File: src/sv/pot_position_pd_controller_defines.svh
// Assertion macros for the controller's top-level RTL file.
`ifndef POT_POSITION_PD_CONTROLLER_DEFINES_SVH
`define POT_POSITION_PD_CONTROLLER_DEFINES_SVH

// Checked at every rising edge of clk_i, switched off while rst_ni is low.
`define PDC_ASSERT(lbl, prop, msg) \
  lbl: assert property (@(posedge clk_i) disable iff (!rst_ni) (prop)) else $error(msg);

// Checked at every rising edge of clk_i, reset included.
`define PDC_ASSERT_ALWAYS(lbl, prop, msg) \
  lbl: assert property (@(posedge clk_i) (prop)) else $error(msg);

`endif

File: src/sv/pdc_pkg.sv
package pdc_pkg;

  // Field and register widths fixed by the block's interface.
  localparam int unsigned GAIN_W      = 14;
  localparam int unsigned DEADBAND_W  = 10;
  localparam int unsigned LIMIT_W     = 10;
  localparam int unsigned DRIVE_W     = 11;
  localparam int unsigned OUT_TDATA_W = 16;
  localparam int unsigned CFG_ADDR_W  = 2;
  localparam int unsigned CFG_DATA_W  = 14;

  // The target is scaled onto 0..SCALED_MAX, which needs SCALED_W bits.
  localparam int unsigned SCALED_MAX = 830;
  localparam int unsigned SCALED_W   = 10;

  localparam logic [GAIN_W-1:0]     PROP_GAIN_RST   = 14'd794;
  localparam logic [GAIN_W-1:0]     DERIV_GAIN_RST  = 14'd3840;
  localparam logic [DEADBAND_W-1:0] DEADBAND_RST    = 10'd10;
  localparam logic [LIMIT_W-1:0]    DRIVE_LIMIT_RST = 10'd512;

  typedef enum logic [CFG_ADDR_W-1:0] {
    REG_PROP_GAIN   = 2'd0,
    REG_DERIV_GAIN  = 2'd1,
    REG_DEADBAND    = 2'd2,
    REG_DRIVE_LIMIT = 2'd3
  } pdc_reg_e;

  typedef enum logic [3:0] {
    ST_IDLE  = 4'b0001,
    ST_SCALE = 4'b0010,
    ST_MAC   = 4'b0100,
    ST_FIN   = 4'b1000
  } pdc_state_e;

  // Progress of a serial unit back to the sequencer.
  typedef struct packed {
    logic busy;
    logic done;
  } pdc_seq_t;

endpackage

File: src/sv/pdc_scaler.sv
// Restoring divider by a constant, one quotient bit per cycle.
module pdc_scaler #(
  parameter int unsigned           DIVIDEND_W = 20,
  parameter int unsigned           DIVISOR_W  = 10,
  parameter logic [DIVISOR_W-1:0]  DIVISOR    = '1
) (
  input  logic                  clk_i,
  input  logic                  rst_ni,
  input  logic                  start_i,
  input  logic [DIVIDEND_W-1:0] dividend_i,
  output pdc_pkg::pdc_seq_t     status_o,
  output logic [DIVIDEND_W-1:0] quotient_o
);

  localparam int unsigned CNT_W = $clog2(DIVIDEND_W + 1);

  logic [DIVIDEND_W-1:0] num_q, num_d;
  logic [DIVISOR_W-1:0]  rem_q, rem_d;
  logic [CNT_W-1:0]      cnt_q, cnt_d;
  logic                  busy_q, busy_d;
  logic                  done_q, done_d;
  logic [DIVISOR_W:0]    trial;
  logic [DIVISOR_W:0]    diff;
  logic                  fits;

  always_comb begin
    trial  = {rem_q, num_q[DIVIDEND_W-1]};
    diff   = trial - {1'b0, DIVISOR};
    fits   = trial >= {1'b0, DIVISOR};
    num_d  = num_q;
    rem_d  = rem_q;
    cnt_d  = cnt_q;
    busy_d = busy_q;
    done_d = 1'b0;
    if (start_i) begin
      num_d  = dividend_i;
      rem_d  = '0;
      cnt_d  = CNT_W'(DIVIDEND_W);
      busy_d = 1'b1;
    end else if (busy_q) begin
      // The quotient bits move in from the bottom as the dividend leaves at the top.
      num_d = {num_q[DIVIDEND_W-2:0], fits};
      rem_d = fits ? diff[DIVISOR_W-1:0] : trial[DIVISOR_W-1:0];
      cnt_d = cnt_q - 1'b1;
      if (cnt_q == CNT_W'(1)) begin
        busy_d = 1'b0;
        done_d = 1'b1;
      end
    end
  end

  always_ff @(posedge clk_i or negedge rst_ni) begin
    if (!rst_ni) begin
      busy_q <= 1'b0;
      done_q <= 1'b0;
      cnt_q  <= '0;
    end else begin
      busy_q <= busy_d;
      done_q <= done_d;
      cnt_q  <= cnt_d;
    end
  end

  always_ff @(posedge clk_i) begin
    num_q <= num_d;
    rem_q <= rem_d;
  end

  assign status_o.busy = busy_q;
  assign status_o.done = done_q;
  assign quotient_o    = num_q;

endmodule

File: src/sv/pdc_mac.sv
// Bit-serial sum of two products, gains consumed from the top bit down.
module pdc_mac #(
  parameter int unsigned ERR_W = 11,
  parameter int unsigned ACC_W = 27
) (
  input  logic                        clk_i,
  input  logic                        rst_ni,
  input  logic                        start_i,
  input  logic [ERR_W-1:0]            err_i,
  input  logic [ERR_W:0]              deriv_i,
  input  logic [pdc_pkg::GAIN_W-1:0]  kp_i,
  input  logic [pdc_pkg::GAIN_W-1:0]  kd_i,
  output pdc_pkg::pdc_seq_t           status_o,
  output logic [ACC_W-1:0]            acc_o
);

  localparam int unsigned GW    = pdc_pkg::GAIN_W;
  localparam int unsigned DER_W = ERR_W + 1;
  localparam int unsigned CNT_W = $clog2(GW + 1);

  logic [ACC_W-1:0] acc_q, acc_d;
  logic [ACC_W-1:0] err_q, err_d;
  logic [ACC_W-1:0] der_q, der_d;
  logic [GW-1:0]    kp_q, kp_d;
  logic [GW-1:0]    kd_q, kd_d;
  logic [CNT_W-1:0] cnt_q, cnt_d;
  logic             busy_q, busy_d;
  logic             done_q, done_d;
  logic [ACC_W-1:0] p_term;
  logic [ACC_W-1:0] d_term;

  always_comb begin
    p_term = kp_q[GW-1] ? err_q : '0;
    d_term = kd_q[GW-1] ? der_q : '0;
    acc_d  = acc_q;
    err_d  = err_q;
    der_d  = der_q;
    kp_d   = kp_q;
    kd_d   = kd_q;
    cnt_d  = cnt_q;
    busy_d = busy_q;
    done_d = 1'b0;
    if (start_i) begin
      acc_d  = '0;
      err_d  = {{(ACC_W-ERR_W){err_i[ERR_W-1]}}, err_i};
      der_d  = {{(ACC_W-DER_W){deriv_i[DER_W-1]}}, deriv_i};
      kp_d   = kp_i;
      kd_d   = kd_i;
      cnt_d  = CNT_W'(GW);
      busy_d = 1'b1;
    end else if (busy_q) begin
      // Horner form: double the running sum, then add the terms picked by this gain bit.
      acc_d = {acc_q[ACC_W-2:0], 1'b0} + p_term + d_term;
      kp_d  = {kp_q[GW-2:0], 1'b0};
      kd_d  = {kd_q[GW-2:0], 1'b0};
      cnt_d = cnt_q - 1'b1;
      if (cnt_q == CNT_W'(1)) begin
        busy_d = 1'b0;
        done_d = 1'b1;
      end
    end
  end

  always_ff @(posedge clk_i or negedge rst_ni) begin
    if (!rst_ni) begin
      busy_q <= 1'b0;
      done_q <= 1'b0;
      cnt_q  <= '0;
    end else begin
      busy_q <= busy_d;
      done_q <= done_d;
      cnt_q  <= cnt_d;
    end
  end

  always_ff @(posedge clk_i) begin
    acc_q <= acc_d;
    err_q <= err_d;
    der_q <= der_d;
    kp_q  <= kp_d;
    kd_q  <= kd_d;
  end

  assign status_o.busy = busy_q;
  assign status_o.done = done_q;
  assign acc_o         = acc_q;

endmodule

File: src/sv/pot_position_pd_controller.sv
// Position controller for a potentiometer-sensed actuator. Each request carries a
// position sample and a target; the target is scaled onto 0..830, the error and its
// change since the previous request give the drive err*kp + deriv*kd (gains unsigned,
// GAIN_FRAC_BITS fractional bits), truncated toward zero and clamped to the drive limit.
// An error magnitude below the deadband forces the drive to zero and raises at_target.
// Requests are handled one at a time: the bit-serial target scaler runs first, then
// the bit-serial gain multiplier, the rest is sequencing. A new request is taken while
// the previous result still waits on the output. The user must write gains, deadband
// and limit through the cfg port only while no request is in flight; the block itself
// does not enforce this.
`include "pot_position_pd_controller_defines.svh"

module pot_position_pd_controller #(
  parameter int unsigned SAMPLE_BITS    = 10,
  parameter int unsigned GAIN_FRAC_BITS = 8
) (
  input  logic                                       clk_i,
  input  logic                                       rst_ni,
  // Configuration writes.
  input  logic                                       cfg_we_i,
  input  logic [pdc_pkg::CFG_ADDR_W-1:0]             cfg_addr_i,
  input  logic [pdc_pkg::CFG_DATA_W-1:0]             cfg_wdata_i,
  // Requests: tdata = position_sample, target_position, zero padding.
  input  logic                                       s_axis_tvalid_i,
  output logic                                       s_axis_tready_o,
  input  logic [((2*SAMPLE_BITS+7)/8)*8-1:0]         s_axis_tdata_i,
  // Results: tdata = drive (signed), zero padding; tuser = at_target.
  output logic                                       m_axis_tvalid_o,
  input  logic                                       m_axis_tready_i,
  output logic [pdc_pkg::OUT_TDATA_W-1:0]            m_axis_tdata_o,
  output logic                                       m_axis_tuser_o
);

  localparam int unsigned SB    = SAMPLE_BITS;
  localparam int unsigned SCW   = pdc_pkg::SCALED_W;
  localparam int unsigned PW    = SB + SCW;
  localparam int unsigned EW    = ((SB > SCW) ? SB : SCW) + 1;
  localparam int unsigned DW    = EW + 1;
  localparam int unsigned AW    = DW + pdc_pkg::GAIN_W + 1;
  localparam int unsigned QW    = AW - GAIN_FRAC_BITS;
  localparam int unsigned LW    = pdc_pkg::LIMIT_W;
  localparam int unsigned DRW   = pdc_pkg::DRIVE_W;

  pdc_pkg::pdc_state_e state_q, state_d;

  logic [pdc_pkg::GAIN_W-1:0]     kp_q, kd_q;
  logic [pdc_pkg::DEADBAND_W-1:0] deadband_q;
  logic [LW-1:0]                  limit_q;

  logic [SB-1:0]  sample_q;
  logic [EW-1:0]  err_q, prev_q;
  logic [DRW-1:0] m_drive_q, m_drive_d;
  logic           m_at_q, m_at_d;
  logic           m_valid_q, m_valid_d;

  logic            s_hs;
  logic            load;
  logic [SB-1:0]   in_sample;
  logic [SB-1:0]   in_target;
  logic [PW-1:0]   dividend;
  logic [PW-1:0]   quotient;
  logic [EW-1:0]   err_now;
  logic [DW-1:0]   deriv_now;
  logic [AW-1:0]   acc;
  pdc_pkg::pdc_seq_t scl_st, mac_st;

  logic signed [QW-1:0] q_floor, q_trunc, lim_pos, lim_neg, q_sat;
  logic                 round_up;
  logic [EW-1:0]        err_mag;
  logic                 in_band;

  assign s_hs            = s_axis_tvalid_i && s_axis_tready_o;
  assign s_axis_tready_o = (state_q == pdc_pkg::ST_IDLE);
  assign in_sample       = s_axis_tdata_i[SB-1:0];
  assign in_target       = s_axis_tdata_i[2*SB-1:SB];
  assign dividend        = PW'(in_target) * PW'(pdc_pkg::SCALED_MAX);

  // Divisor is full scale, 2^SAMPLE_BITS - 1.
  pdc_scaler #(
    .DIVIDEND_W (PW),
    .DIVISOR_W  (SB),
    .DIVISOR    ({SB{1'b1}})
  ) u_scaler (
    .clk_i      (clk_i),
    .rst_ni     (rst_ni),
    .start_i    (s_hs),
    .dividend_i (dividend),
    .status_o   (scl_st),
    .quotient_o (quotient)
  );

  assign err_now   = {{(EW-SB){1'b0}}, sample_q} - {{(EW-SCW){1'b0}}, quotient[SCW-1:0]};
  assign deriv_now = {err_now[EW-1], err_now} - {prev_q[EW-1], prev_q};

  pdc_mac #(
    .ERR_W (EW),
    .ACC_W (AW)
  ) u_mac (
    .clk_i    (clk_i),
    .rst_ni   (rst_ni),
    .start_i  (scl_st.done),
    .err_i    (err_now),
    .deriv_i  (deriv_now),
    .kp_i     (kp_q),
    .kd_i     (kd_q),
    .status_o (mac_st),
    .acc_o    (acc)
  );

  // Shift out the fraction, truncating toward zero, then clamp and apply the deadband.
  always_comb begin
    q_floor  = acc[AW-1:GAIN_FRAC_BITS];
    round_up = acc[AW-1] && (|acc[GAIN_FRAC_BITS-1:0]);
    q_trunc  = q_floor + QW'(round_up);
    lim_pos  = {{(QW-LW){1'b0}}, limit_q};
    lim_neg  = -lim_pos;
    if (q_trunc > lim_pos) begin
      q_sat = lim_pos;
    end else if (q_trunc < lim_neg) begin
      q_sat = lim_neg;
    end else begin
      q_sat = q_trunc;
    end
    err_mag = err_q[EW-1] ? (~err_q + 1'b1) : err_q;
    in_band = err_mag < {{(EW-pdc_pkg::DEADBAND_W){1'b0}}, deadband_q};
    m_drive_d = in_band ? '0 : q_sat[DRW-1:0];
    m_at_d    = in_band;
  end

  assign load = (state_q == pdc_pkg::ST_FIN) && (!m_valid_q || m_axis_tready_i);

  always_comb begin
    m_valid_d = m_valid_q;
    if (load) begin
      m_valid_d = 1'b1;
    end else if (m_axis_tready_i) begin
      m_valid_d = 1'b0;
    end
  end

  always_comb begin
    state_d = state_q;
    case (state_q)
      pdc_pkg::ST_IDLE: begin
        if (s_hs) state_d = pdc_pkg::ST_SCALE;
      end
      pdc_pkg::ST_SCALE: begin
        if (scl_st.done) state_d = pdc_pkg::ST_MAC;
      end
      pdc_pkg::ST_MAC: begin
        if (mac_st.done) state_d = pdc_pkg::ST_FIN;
      end
      pdc_pkg::ST_FIN: begin
        if (load) state_d = pdc_pkg::ST_IDLE;
      end
      default: state_d = pdc_pkg::ST_IDLE;
    endcase
  end

  always_ff @(posedge clk_i or negedge rst_ni) begin
    if (!rst_ni) begin
      state_q    <= pdc_pkg::ST_IDLE;
      m_valid_q  <= 1'b0;
      prev_q     <= '0;
      kp_q       <= pdc_pkg::PROP_GAIN_RST;
      kd_q       <= pdc_pkg::DERIV_GAIN_RST;
      deadband_q <= pdc_pkg::DEADBAND_RST;
      limit_q    <= pdc_pkg::DRIVE_LIMIT_RST;
    end else begin
      state_q   <= state_d;
      m_valid_q <= m_valid_d;
      if (load) prev_q <= err_q;
      if (cfg_we_i) begin
        case (pdc_pkg::pdc_reg_e'(cfg_addr_i))
          pdc_pkg::REG_PROP_GAIN:   kp_q       <= cfg_wdata_i[pdc_pkg::GAIN_W-1:0];
          pdc_pkg::REG_DERIV_GAIN:  kd_q       <= cfg_wdata_i[pdc_pkg::GAIN_W-1:0];
          pdc_pkg::REG_DEADBAND:    deadband_q <= cfg_wdata_i[pdc_pkg::DEADBAND_W-1:0];
          pdc_pkg::REG_DRIVE_LIMIT: limit_q    <= cfg_wdata_i[LW-1:0];
          default: ;
        endcase
      end
    end
  end

  always_ff @(posedge clk_i) begin
    if (s_hs) sample_q <= in_sample;
    if (scl_st.done) err_q <= err_now;
    if (load) begin
      m_drive_q <= m_drive_d;
      m_at_q    <= m_at_d;
    end
  end

  assign m_axis_tvalid_o = m_valid_q;
  assign m_axis_tdata_o  = {{(pdc_pkg::OUT_TDATA_W-DRW){1'b0}}, m_drive_q};
  assign m_axis_tuser_o  = m_at_q;

  `PDC_ASSERT(a_accept_starts_scale, s_hs |=> (state_q == pdc_pkg::ST_SCALE),
              "accepted request did not start the scaler")
  `PDC_ASSERT(a_result_from_fin, $rose(m_valid_q) |-> $past(state_q == pdc_pkg::ST_FIN),
              "result appeared without a finished computation")
  `PDC_ASSERT(a_deadband_zero, (m_valid_q && m_at_q) |-> (m_drive_q == '0),
              "drive not zero inside the deadband")
  `PDC_ASSERT_ALWAYS(a_units_exclusive, !(scl_st.busy && mac_st.busy),
                     "scaler and multiplier busy together")

endmodule
File: config.mk
export PLATFORM = sky130hd
export DESIGN_NAME = pot_position_pd_controller
export DESIGN_NICKNAME = d
export VERILOG_FILES = /design/src/sv/pdc_pkg.sv /design/src/sv/pdc_scaler.sv /design/src/sv/pdc_mac.sv /design/src/sv/pot_position_pd_controller.sv
export VERILOG_INCLUDE_DIRS = /design/src /design/src/sv
export SDC_FILE = /design/constraint.sdc
export NUM_CORES = 1
export LEC_CHECK = 0
export ABC_AREA = 1
export BUFFER_PORTS_ARGS = -buffer_cell sky130_fd_sc_hd__clkbuf_2
export CORE_MARGIN = 2
export CORE_UTILIZATION = 55
export CTS_BUF_LIST = sky130_fd_sc_hd__clkbuf_16
export DETAILED_ROUTE_END_ITERATION = 7
export PLACE_DENSITY = 0.72
export SYNTH_ARGS = -nofsm -noshare
export SYNTH_HDL_FRONTEND = slang
export SYNTH_SLANG_ARGS = --single-unit
File: constraint.sdc
create_clock -name clk_i -period 4.6 [get_ports clk_i]
set_input_delay 0.46 -clock clk_i [delete_from_list [all_inputs] [get_ports clk_i]]
set_output_delay 0.46 -clock clk_i [all_outputs]
set_load 0.05 [all_outputs]
Word-level counts from Yosys, hierarchy flattened

Cells that the tools add are included.

Flip-flop bits (word level): 218
Input bits: 45
Output and inout bits: 19

Add/subtract/negate cells: 10
$mul: 1
Magnitude comparators: 4
Equal/unequal tests: 13
Muxes and demuxes: 35
Bitwise logic cells: 1
Reduce and logical (&&, ||, !) cells: 16

Operators by type and width:

| kind                                                                 | number |
|---|---|
| 2-to-1 mux 14 bit                                                    | 4 |
| adder 27 bit                                                         | 2 |
| 2-to-1 mux 27 bit                                                    | 2 |
| 2-to-1 mux 20 bit                                                    | 2 |
| 2-to-1 mux 4 bit                                                     | 6 |
| 2-to-1 mux 11 bit                                                    | 2 |
| 2-to-1 mux 10 bit                                                    | 2 |
| adder 19 x 1 -> 19 bit                                               | 1 |
| > comparator 19 x 11 -> 1 bit                                        | 1 |
| less-than comparator 19 bit                                          | 1 |
| multiplier 10 x 9 -> 19 bit (second input constant)                  | 1 |
| negator 10 -> 19 bit                                                 | 1 |
| one-hot mux 4 bit (4 select lines)                                   | 1 |
| 2-to-1 mux 1 bit                                                     | 14 |
| subtractor 11 x 11 -> 12 bit                                         | 1 |
| adder 11 x 1 -> 11 bit (second input constant)                       | 1 |
| greater-or-equal comparator 11 x 10 -> 1 bit (second input constant) | 1 |
| less-than comparator 11 x 10 -> 1 bit                                | 1 |
| inverter 11 bit                                                      | 1 |
| subtractor 10 x 10 -> 11 bit                                         | 1 |
| 2-to-1 mux 5 bit                                                     | 2 |
| subtractor 10 bit (second input constant)                            | 1 |
| equality test 4 x 1 -> 1 bit (second input constant)                 | 2 |
| AND reduction 2 bit                                                  | 4 |
| 18 further kinds                                                     | 25 |

Depth between registers and ports, before layout

Gate-level depths: netlist of the first run.

Word-level depth: 6
Gate-level depth with buffers: 33
Gate-level depth less buffers: 33

Hierarchy

Synthesis of the first run repeated with hierarchy kept, for this count alone.

Cell total of the unflattened synthesis: 2,052
Area, all modules: 16,255.6 sq um

By module, submodules not included:

| module                     | instances | cells each | area each (sq um) |
|---|---|---|---|
| pot_position_pd_controller | 1         | 1,018      | 8,496.9 |
| pdc_mac                    | 1         | 799        | 5,894.4 |
| pdc_scaler                 | 1         | 235        | 1,864.3 |

Worst setup path before layout of the first run

No wires, ideal clock.

Kind: input port to flip-flop
From: in s_axis_tdata_i[17]
To: reg u_scaler.num_q[19], in the netlist u_scaler.quotient_o[19], data pin
Setup time: 0.258 ns
Arrival time: 4.041 ns
Data required time: 4.342 ns
Setup slack: 0.301 ns
Stages on the path: 19
Path buffers: 0
Path through: fa_1 > inv_1 > fa_1 > inv_1 > fa_1 > inv_1 > fa_1 > inv_1 > ha_1 > a21oi_1 > nor2_1 > a211oi_1 > nand2_1 > nand2_1 > nand2_1 > a21oi_1 > o21ai_0 > o21ai_0 > nand2_1

Word-level cells in the longest chain between the ends: 2

Ends and longest elaborated chain:

| what                         | line                             | RTL |
|---|---|---|
| start, declared              | pot_position_pd_controller.sv:26 | `input logic [((2*SAMPLE_BITS+7)/8)*8-1:0] s_axis_tdata_i,` |
| multiplier 10 x 9 -> 19 bit  | pot_position_pd_controller.sv:76 | `assign dividend = PW'(in_target) * PW'(pdc_pkg::SCALED_MAX);` |
| 2-to-1 mux 20 bit            | pdc_scaler.sv:35                 | `if (start_i) begin` |
| named net u_scaler.num_d[19] | pdc_scaler.sv:17                 | `logic [DIVIDEND_W-1:0] num_q, num_d;` |
| end signal, assigned         | pdc_scaler.sv:65                 | `num_q <= num_d;` |
| end, declared                | pdc_scaler.sv:17                 |  |

The timed path passes the listed nets, and every way through them passes these cells.
A chain may end at the register's enable or synchronous reset.

Final worst setup path of the first run

From: reg u_mac.acc_q[0], in the netlist u_mac.acc_o[0]
To: reg m_drive_q[0], data pin

Word-level cells in the longest chain between the ends: 6

Ends and longest elaborated chain:

| what                        | line                              | RTL |
|---|---|---|
| start, declared             | pdc_mac.sv:21                     | `logic [ACC_W-1:0] acc_q, acc_d;` |
| start signal, assigned      | pdc_mac.sv:77                     | `acc_q <= acc_d;` |
| OR reduction 8 bit *        | pot_position_pd_controller.sv:113 | `round_up = acc[AW-1] && (\|acc[GAIN_FRAC_BITS-1:0]);` |
| logical AND 1 bit *         | pot_position_pd_controller.sv:113 |  |
| adder 19 x 1 -> 19 bit *    | pot_position_pd_controller.sv:114 | `q_trunc = q_floor + QW'(round_up);` |
| less-than comparator 19 bit | pot_position_pd_controller.sv:119 | `end else if (q_trunc < lim_neg) begin` |
| 2-to-1 mux 11 bit           | pot_position_pd_controller.sv:119 |  |
| 2-to-1 mux 10 bit *         | pot_position_pd_controller.sv:117 | `if (q_trunc > lim_pos) begin` |
| end signal, assigned        | pot_position_pd_controller.sv:189 | `m_drive_q <= m_drive_d;` |
| end, declared               | pot_position_pd_controller.sv:52  | `logic [DRW-1:0] m_drive_q, m_drive_d;` |

Mark *: on every way between the ends. The rest lies on a longest branch, timed or not.

==> results of run 1 <==
==> worst paths after layout <==
| kind | startpoint | cells after the start | slack (ns) | end |
|---|---|---|---|---|
| max in group asynchronous | rst_ni | 1 | 3.79 | u_scaler.done_q |
| min in group clk_i | s_axis_tdata_i[1] | 1 | 0.11 | sample_q[1] |
| setup reg to reg | u_mac.acc_o[0] | 33 | 0.44 | m_drive_q[0] |
| hold / removal | rst_ni | 1 | 0.11 | kp_q[0] |
| hold reg to reg | kd_q[6] | 2 | 0.48 | kd_q[6] |
| setup / recovery | u_mac.acc_o[0] | 33 | 0.44 | m_drive_q[0] |
==> flip-flops by register name (all words and copies together) (netlist names), 4 cells and up <==
register / cells
u_mac.der_q: 12
u_mac.kd_q: 14
u_scaler.cnt_q: 5
u_mac.kp_q: 14
u_scaler.rem_q: 10
kp_q: 14
u_mac.acc_o: 27
m_drive_q: 11
u_scaler.quotient_o: 20
sample_q: 10
u_mac.cnt_q: 4
u_mac.err_q: 11
limit_q: 10
state_q: 4
deadband_q: 10
kd_q: 14
prev_q: 11
==> final cells by class <==
class / count / area [um2]
inverter: 367 / 1380
fill: 2302 / 10400
multi-input combinational: 1193 / 7920
sequential: 207 / 5470
tap: 341 / 427
timing repair buffer: 75 / 430
clock inverter: 17 / 199
clock buffer: 25 / 626
==> power groups by stage <==
stage	clock network (uW)	registers, uW	logic [uW]
after floorplan	0	3080	5690
final	2000	3150	7280
after global placement	0	3160	7030
after CTS	2030	3140	7300
after global routing	2100	3210	8380
after detailed placement	0	3170	7240
==> metrics by stage <==
step	setup WS, ns	utilization	total power (uW)	instance area (um2)	instances
6_report	0.444	0.614	12400	16400	2225
2_1_floorplan	0.301	-	8770	15000	1808
4_1_cts	0.438	0.614	12500	16400	2225
5_1_grt	0.0798	0.614	13700	16400	2225
3_3_place_gp	0.0277	0.583	10200	15600	2183
3_5_place_dp	-0.0844	0.583	10400	15600	2183
==> Yosys cell counts, types with 11 or more instances <==
| cell type | number |
|---|---|
| clkbuf_1 | 30 |
| fa_1 | 64 |
| nand2_1 | 378 |
| nand4_1 | 16 |
| nor3_1 | 24 |
| xnor2_1 | 21 |
| o22ai_1 | 11 |
| dfstp_2 | 13 |
| a21oi_1 | 111 |
| o21ai_0 | 146 |
| nand3_1 | 76 |
| dfrtp_1 | 64 |
| nor2_1 | 72 |
| xor2_1 | 46 |
| nand2_2 | 13 |
| edfxtp_1 | 92 |
| ha_1 | 138 |
| inv_1 | 356 |
| dfxtp_1 | 38 |
==> worst reg2reg max path: cells and delay by family (launching register included) <==
family	cells	cell delay (ns)
DFF	1	0.32
adders and majority gates	3	0.85
and+or+nand+nor	25	2.34
buffers and inverters	4	0.25
AOI/OAI and AO/OA	1	0.15
==> cell usage in the layout, fill, tap and decap left out, drive strengths merged, types with 4 or more instances in the layout <==
master / instances
nand2: 394
inv: 369
o21ai: 150
ha: 138
a21oi: 111
edfxtp: 92
nor2: 80
nand3: 78
clkbuf: 78
fa: 64
dfrtp: 64
xor2: 47
dfxtp: 38
nor3: 29
buf: 22
xnor2: 21
nand4: 16
dfstp: 13
o22ai: 11
clkinv: 10
nor4: 8
a21o: 6
conb: 5
a22o: 4
o32ai: 4
bufinv: 4
==> per-layer routing <==
metal  wire length, um  up-vias  GRT usage
li1                  -     5927          -
met3              1050       41     0.0234
met5                 0        -          0
met2             15500      180      0.397
met1             14600     5492      0.308
met4               680        0     0.0603
==> cell families after synthesis <==
group	count (synthesis)
AOI/OAI and AO/OA	309
DFF	207
other	1
adders and majority gates	202
xor gates and xnor gates	68
and+or+nand+nor	609
buffers and inverters	408
==> flow_metrics.env, run 1 <==
export IMPL_grt_pass1_wl_mm=53.3
export IMPL_finalHoldViolations=0
export IMPL_gp_congestion=0.870
export IMPL_io_pins=64
export IMPL_cp_slowest_cell="nor4_1"
export IMPL_viasPerCell=5.23
export IMPL_worst_setup_path_start_kind="flip-flop"
export IMPL_drive_above_1_share=0.0892
export IMPL_fmax_mhz=241
export IMPL_post_cts_buffers=0
export IMPL_cp_slowest_stage_delay_ns=0.51
export IMPL_cts_repair_resized=0
export IMPL_clock_sinks=207
export IMPL_p_int_uw=6770
export IMPL_holdWs_ns=0.109
export IMPL_grt_antenna_before_repair=0
export IMPL_drv_slew=0
export IMPL_grt_pass1_vias=11200
export IMPL_min_period_ns=4.16
export IMPL_seqPwrFrac=0.253
export IMPL_place_hpwl_mm=24.3
export IMPL_synth_xor_area_share=0.0404
export IMPL_postCtsHoldBufs=0
export IMPL_nets=2114
export IMPL_power_density_nw_per_um2=756
export IMPL_ys_seq_area_frac=0.366
export IMPL_yosys_top_cells_area="edfxtp_1, ha_1, dfrtp_1"
export IMPL_rsz0062_at_grt="no"
export IMPL_clkLatencyLatePin_ns=0.53
export IMPL_critPathArrivalTime_ns=4.44
export IMPL_synth_ff_latch_count=207
export IMPL_grt_use_total=0.229
export IMPL_cts_root_buf="clkbuf_16"
export IMPL_drv_cap=0
export IMPL_ir_worst_vdd_mv=0.465
export IMPL_setup_violations_final=0
export IMPL_yosys_area_top_type="edfxtp_1"
export IMPL_yosysUniqueCellTypes=54
export IMPL_drt_initial_drc_count=804
export IMPL_p_leak_uw=0.00830
export IMPL_path_buf_inv=4
export IMPL_clk_path_buf_depth=3
export IMPL_wl_per_cell_um=14.3
export IMPL_port_buffers=54
export IMPL_synthMuxAreaShare=0
export IMPL_hp_class="input pin to async pin"
export IMPL_ys_warn_count=0
export IMPL_htreeDepth=1
export IMPL_gr_total_overflow=0
export IMPL_dominantRegCellSynth="edfxtp_1"
export IMPL_crit_type="flip-flop to flip-flop"
export IMPL_post_route_period_util=0.903
export IMPL_synth_top_area_frac=0.185
export IMPL_cp_required_ns=4.88
export IMPL_power_switching_uw=5660
export IMPL_critPathMaxFanout=12
export IMPL_synthCells=1804
export IMPL_die_y_um=169
export IMPL_cts_clk_slew_worst_paths_ns=0.07
export IMPL_cts_buffers_inserted=23
export IMPL_drc=0
export IMPL_antenna_cells=0
export IMPL_swShare=0.455
export IMPL_area_growth_pct=10.1
export IMPL_num_vias=11600
export IMPL_synth_area_um2=14900
export IMPL_critPathMostFrequentCell="nand2_1"
export IMPL_async_reset_ff_frac=0.372
export IMPL_endpoint_kind="flip-flop"
export IMPL_synth_edff_count=92
export IMPL_status="finished, final reports clean"
export IMPL_crit_family="simple AND/OR/NAND/NOR gates"
export IMPL_syn_avg_cell_area_um2=8.28
export IMPL_clkPwrFrac=0.161
export IMPL_combPwrFrac=0.586
export IMPL_tns_ns=0
export IMPL_ant_nets=0
export IMPL_slew_headroom=0.222
export IMPL_wirelength_mm=31.8
export IMPL_cts_tree="yes"
export IMPL_synth_compound_area_frac=0.111
export IMPL_die_width_um=169
export IMPL_grt_max_degree=78
export IMPL_core_area_um2=26800
export IMPL_synth_fa_ha_area_frac=0.201
export IMPL_synth_top_family_by_area="adder cells"
export IMPL_start_util=0.558
export IMPL_firstDrtPassIters=5
export IMPL_num_rows=60
export IMPL_max_slew_worst_pin_slew_ns=1.16
export IMPL_dieArea_um2=28500
export IMPL_synth_simple_area_share=0.176
export IMPL_clock_skew_final_ns=0.00981
(Power assumes the default switching activity.)
==> run 2, diff against run 1 <==
Settings changed: CORE_UTILIZATION 55 to 45, PLACE_DENSITY 0.72 to unset.
==> flow_metrics.env, run 2 (same netlist as run 1, synthesis figures left out) <==
export IMPL_fin_ws_ns=0.514
export IMPL_dp_slack_ns=-0.0346
export IMPL_r2r_start="u_mac.acc_o[0]"
export IMPL_layout_commonest_cell="nand2_1"
export IMPL_cp_slowest_stage_delay_ns=0.40
export IMPL_firstDrtPassIters=5
export IMPL_die_y_um=186
export IMPL_num_vias=11600
export IMPL_drv_slew=0
export IMPL_clock_skew_final_ns=0.0142
export IMPL_fmax_mhz=245
export IMPL_ir_worst_vdd_mv=0.418
export IMPL_min_delay_path_depth=1
export IMPL_place_hpwl_mm=25.6
export IMPL_cp_required_ns=4.87
export IMPL_drv_cap=0
export IMPL_rsz0062_at_grt="no"
export IMPL_start_util=0.458
export IMPL_cts_tree="yes"
export IMPL_status="finished, final reports clean"
export IMPL_total_power_uw=12200
export IMPL_cp_slowest_cell="nor4_2"
export IMPL_critPathArrivalTime_ns=4.36
export IMPL_wl_per_cell_um=14.1
export IMPL_cts_buffers_inserted=24
export IMPL_p_leak_uw=0.00827
export IMPL_tns_ns=0
export IMPL_wirelength_mm=32.9
export IMPL_viasPerCell=4.96
export IMPL_drive_above_1_share=0.0879
export IMPL_antenna_cells=0
export IMPL_worstHoldEndpoint="sample_q[8]"
export IMPL_min_delay_start="s_axis_tdata_i[8]"
export IMPL_clock_sinks=207
export IMPL_rr_endpoint="m_drive_q[0]"
export IMPL_min_period_ns=4.09
export IMPL_rrSetupSlack_ns=0.51
export IMPL_io_pins=64
export IMPL_critPathMostFrequentCell="nand2_1"
export IMPL_final_area_um2=16500
export IMPL_nFillCells=3265
export IMPL_endpoint_kind="flip-flop"
export IMPL_area_growth_pct=10.3
export IMPL_clk_path_buf_depth=3
export IMPL_htreeDepth=1
export IMPL_post_route_period_util=0.888
export IMPL_dieArea_um2=34700
export IMPL_core_area_um2=32600
export IMPL_num_rows=66
export IMPL_worstRegToRegCells=30
export IMPL_worst_setup_path_start_kind="flip-flop"
export IMPL_port_buffers=54
export IMPL_cts_root_buf="clkbuf_16"
export IMPL_die_width_um=186
export IMPL_setup_violations_final=0
export IMPL_grt_max_degree=48
export IMPL_critPathMaxFanout=12
export IMPL_post_cts_buffers=0
export IMPL_grt_use_total=0.197
export IMPL_crit_type="flip-flop to flip-flop"
export IMPL_critPathLaunch="u_mac.acc_o[0]"
export IMPL_gr_total_overflow=0
export IMPL_clkLatencyLatePin_ns=0.52
export IMPL_finalHoldViolations=0
export IMPL_drt_initial_drc_count=565
export IMPL_ant_nets=0
export IMPL_drc=0
export IMPL_gp_congestion=0.861
export IMPL_hp_class="input pin to flip-flop"
export IMPL_grt_antenna_before_repair=0
export IMPL_max_slew_worst_pin_slew_ns=1.07
export IMPL_grt_pass1_wl_mm=55.3
export IMPL_slew_headroom=0.284
export IMPL_final_cell_mix="nand2_1, inv_1, o21ai_0"
export IMPL_placed_area_um2=15800
export IMPL_power_density_nw_per_um2=739
export IMPL_cts_clk_slew_worst_paths_ns=0.06
export IMPL_grt_pass1_vias=11500
export IMPL_nets=2118
export IMPL_largest_reg_flops=27
run 2: layout make-up:
type	count	area [um2]	area share
well taps	442	553	0.0336
clock inverters	20	103	0.00622
flip-flops and latches	207	5470	0.332
inverters	367	1380	0.0836
clock buffers	24	601	0.0364
repair buffers	78	455	0.0276
multi-input cells	1193	7930	0.481
run 2: critical path, delay by kind of cell (launching register included):
| kind | cells | cell delay [ns] |
|---|---|---|
| simple gates | 22 | 2.08 |
| buf+inv | 3 | 0.21 |
| flops | 1 | 0.33 |
| fa+ha+maj | 3 | 0.86 |
| compound gates | 2 | 0.33 |
run 2: through the flow:
| step | util | hold slack (ns) | instances |
|---|---|---|---|
| final | 0.505 | 0.114 | 2331 |
| after global placement | 0.483 | 0.467 | 2286 |
| after detailed placement | 0.483 | 0.473 | 2286 |
| after CTS | 0.505 | 0.0928 | 2331 |
| after floorplan | - | 0.164 | 1808 |
| after global routing | 0.505 | 0.0971 | 2331 |
run 2: worst max path at each step:
stage                              endpoint  slack, ns  depth (start not counted)
floorplan           u_scaler.quotient_o[19]       0.30                         19
global placement    u_scaler.quotient_o[19]     -0.006                         20
detailed placement  u_scaler.quotient_o[19]      -0.03                         23
CTS                            m_drive_q[0]       0.37                         30
global route                   m_drive_q[0]       0.16                         31
finish                         m_drive_q[0]       0.51                         30
run 2: routing by layer:
metal	vias to the layer above	routed length [um]	track usage
met5	-	0	0
met4	0	541	0.0346
met3	36	865	0.0183
met2	129	16500	0.357
met1	5472	15100	0.260
li1	5925	-	-
run 2: power by group:
group / leakage, uW / switching (uW) / internal, uW / total, uW
clock: 0.000374 / 757 / 949 / 1710
combinational: 0.00577 / 4530 / 2770 / 7300
sequential: 0.00213 / 362 / 2810 / 3170
total: 0.00827 / 5650 / 6530 / 12200
run 2: timing repair:
item                                   4_1_cts  5_1_grt
setup endpoints to repair                    0        1
resized for setup                            0        1
endpoints found under the hold margin       30        0
hold buffers                                 1        0
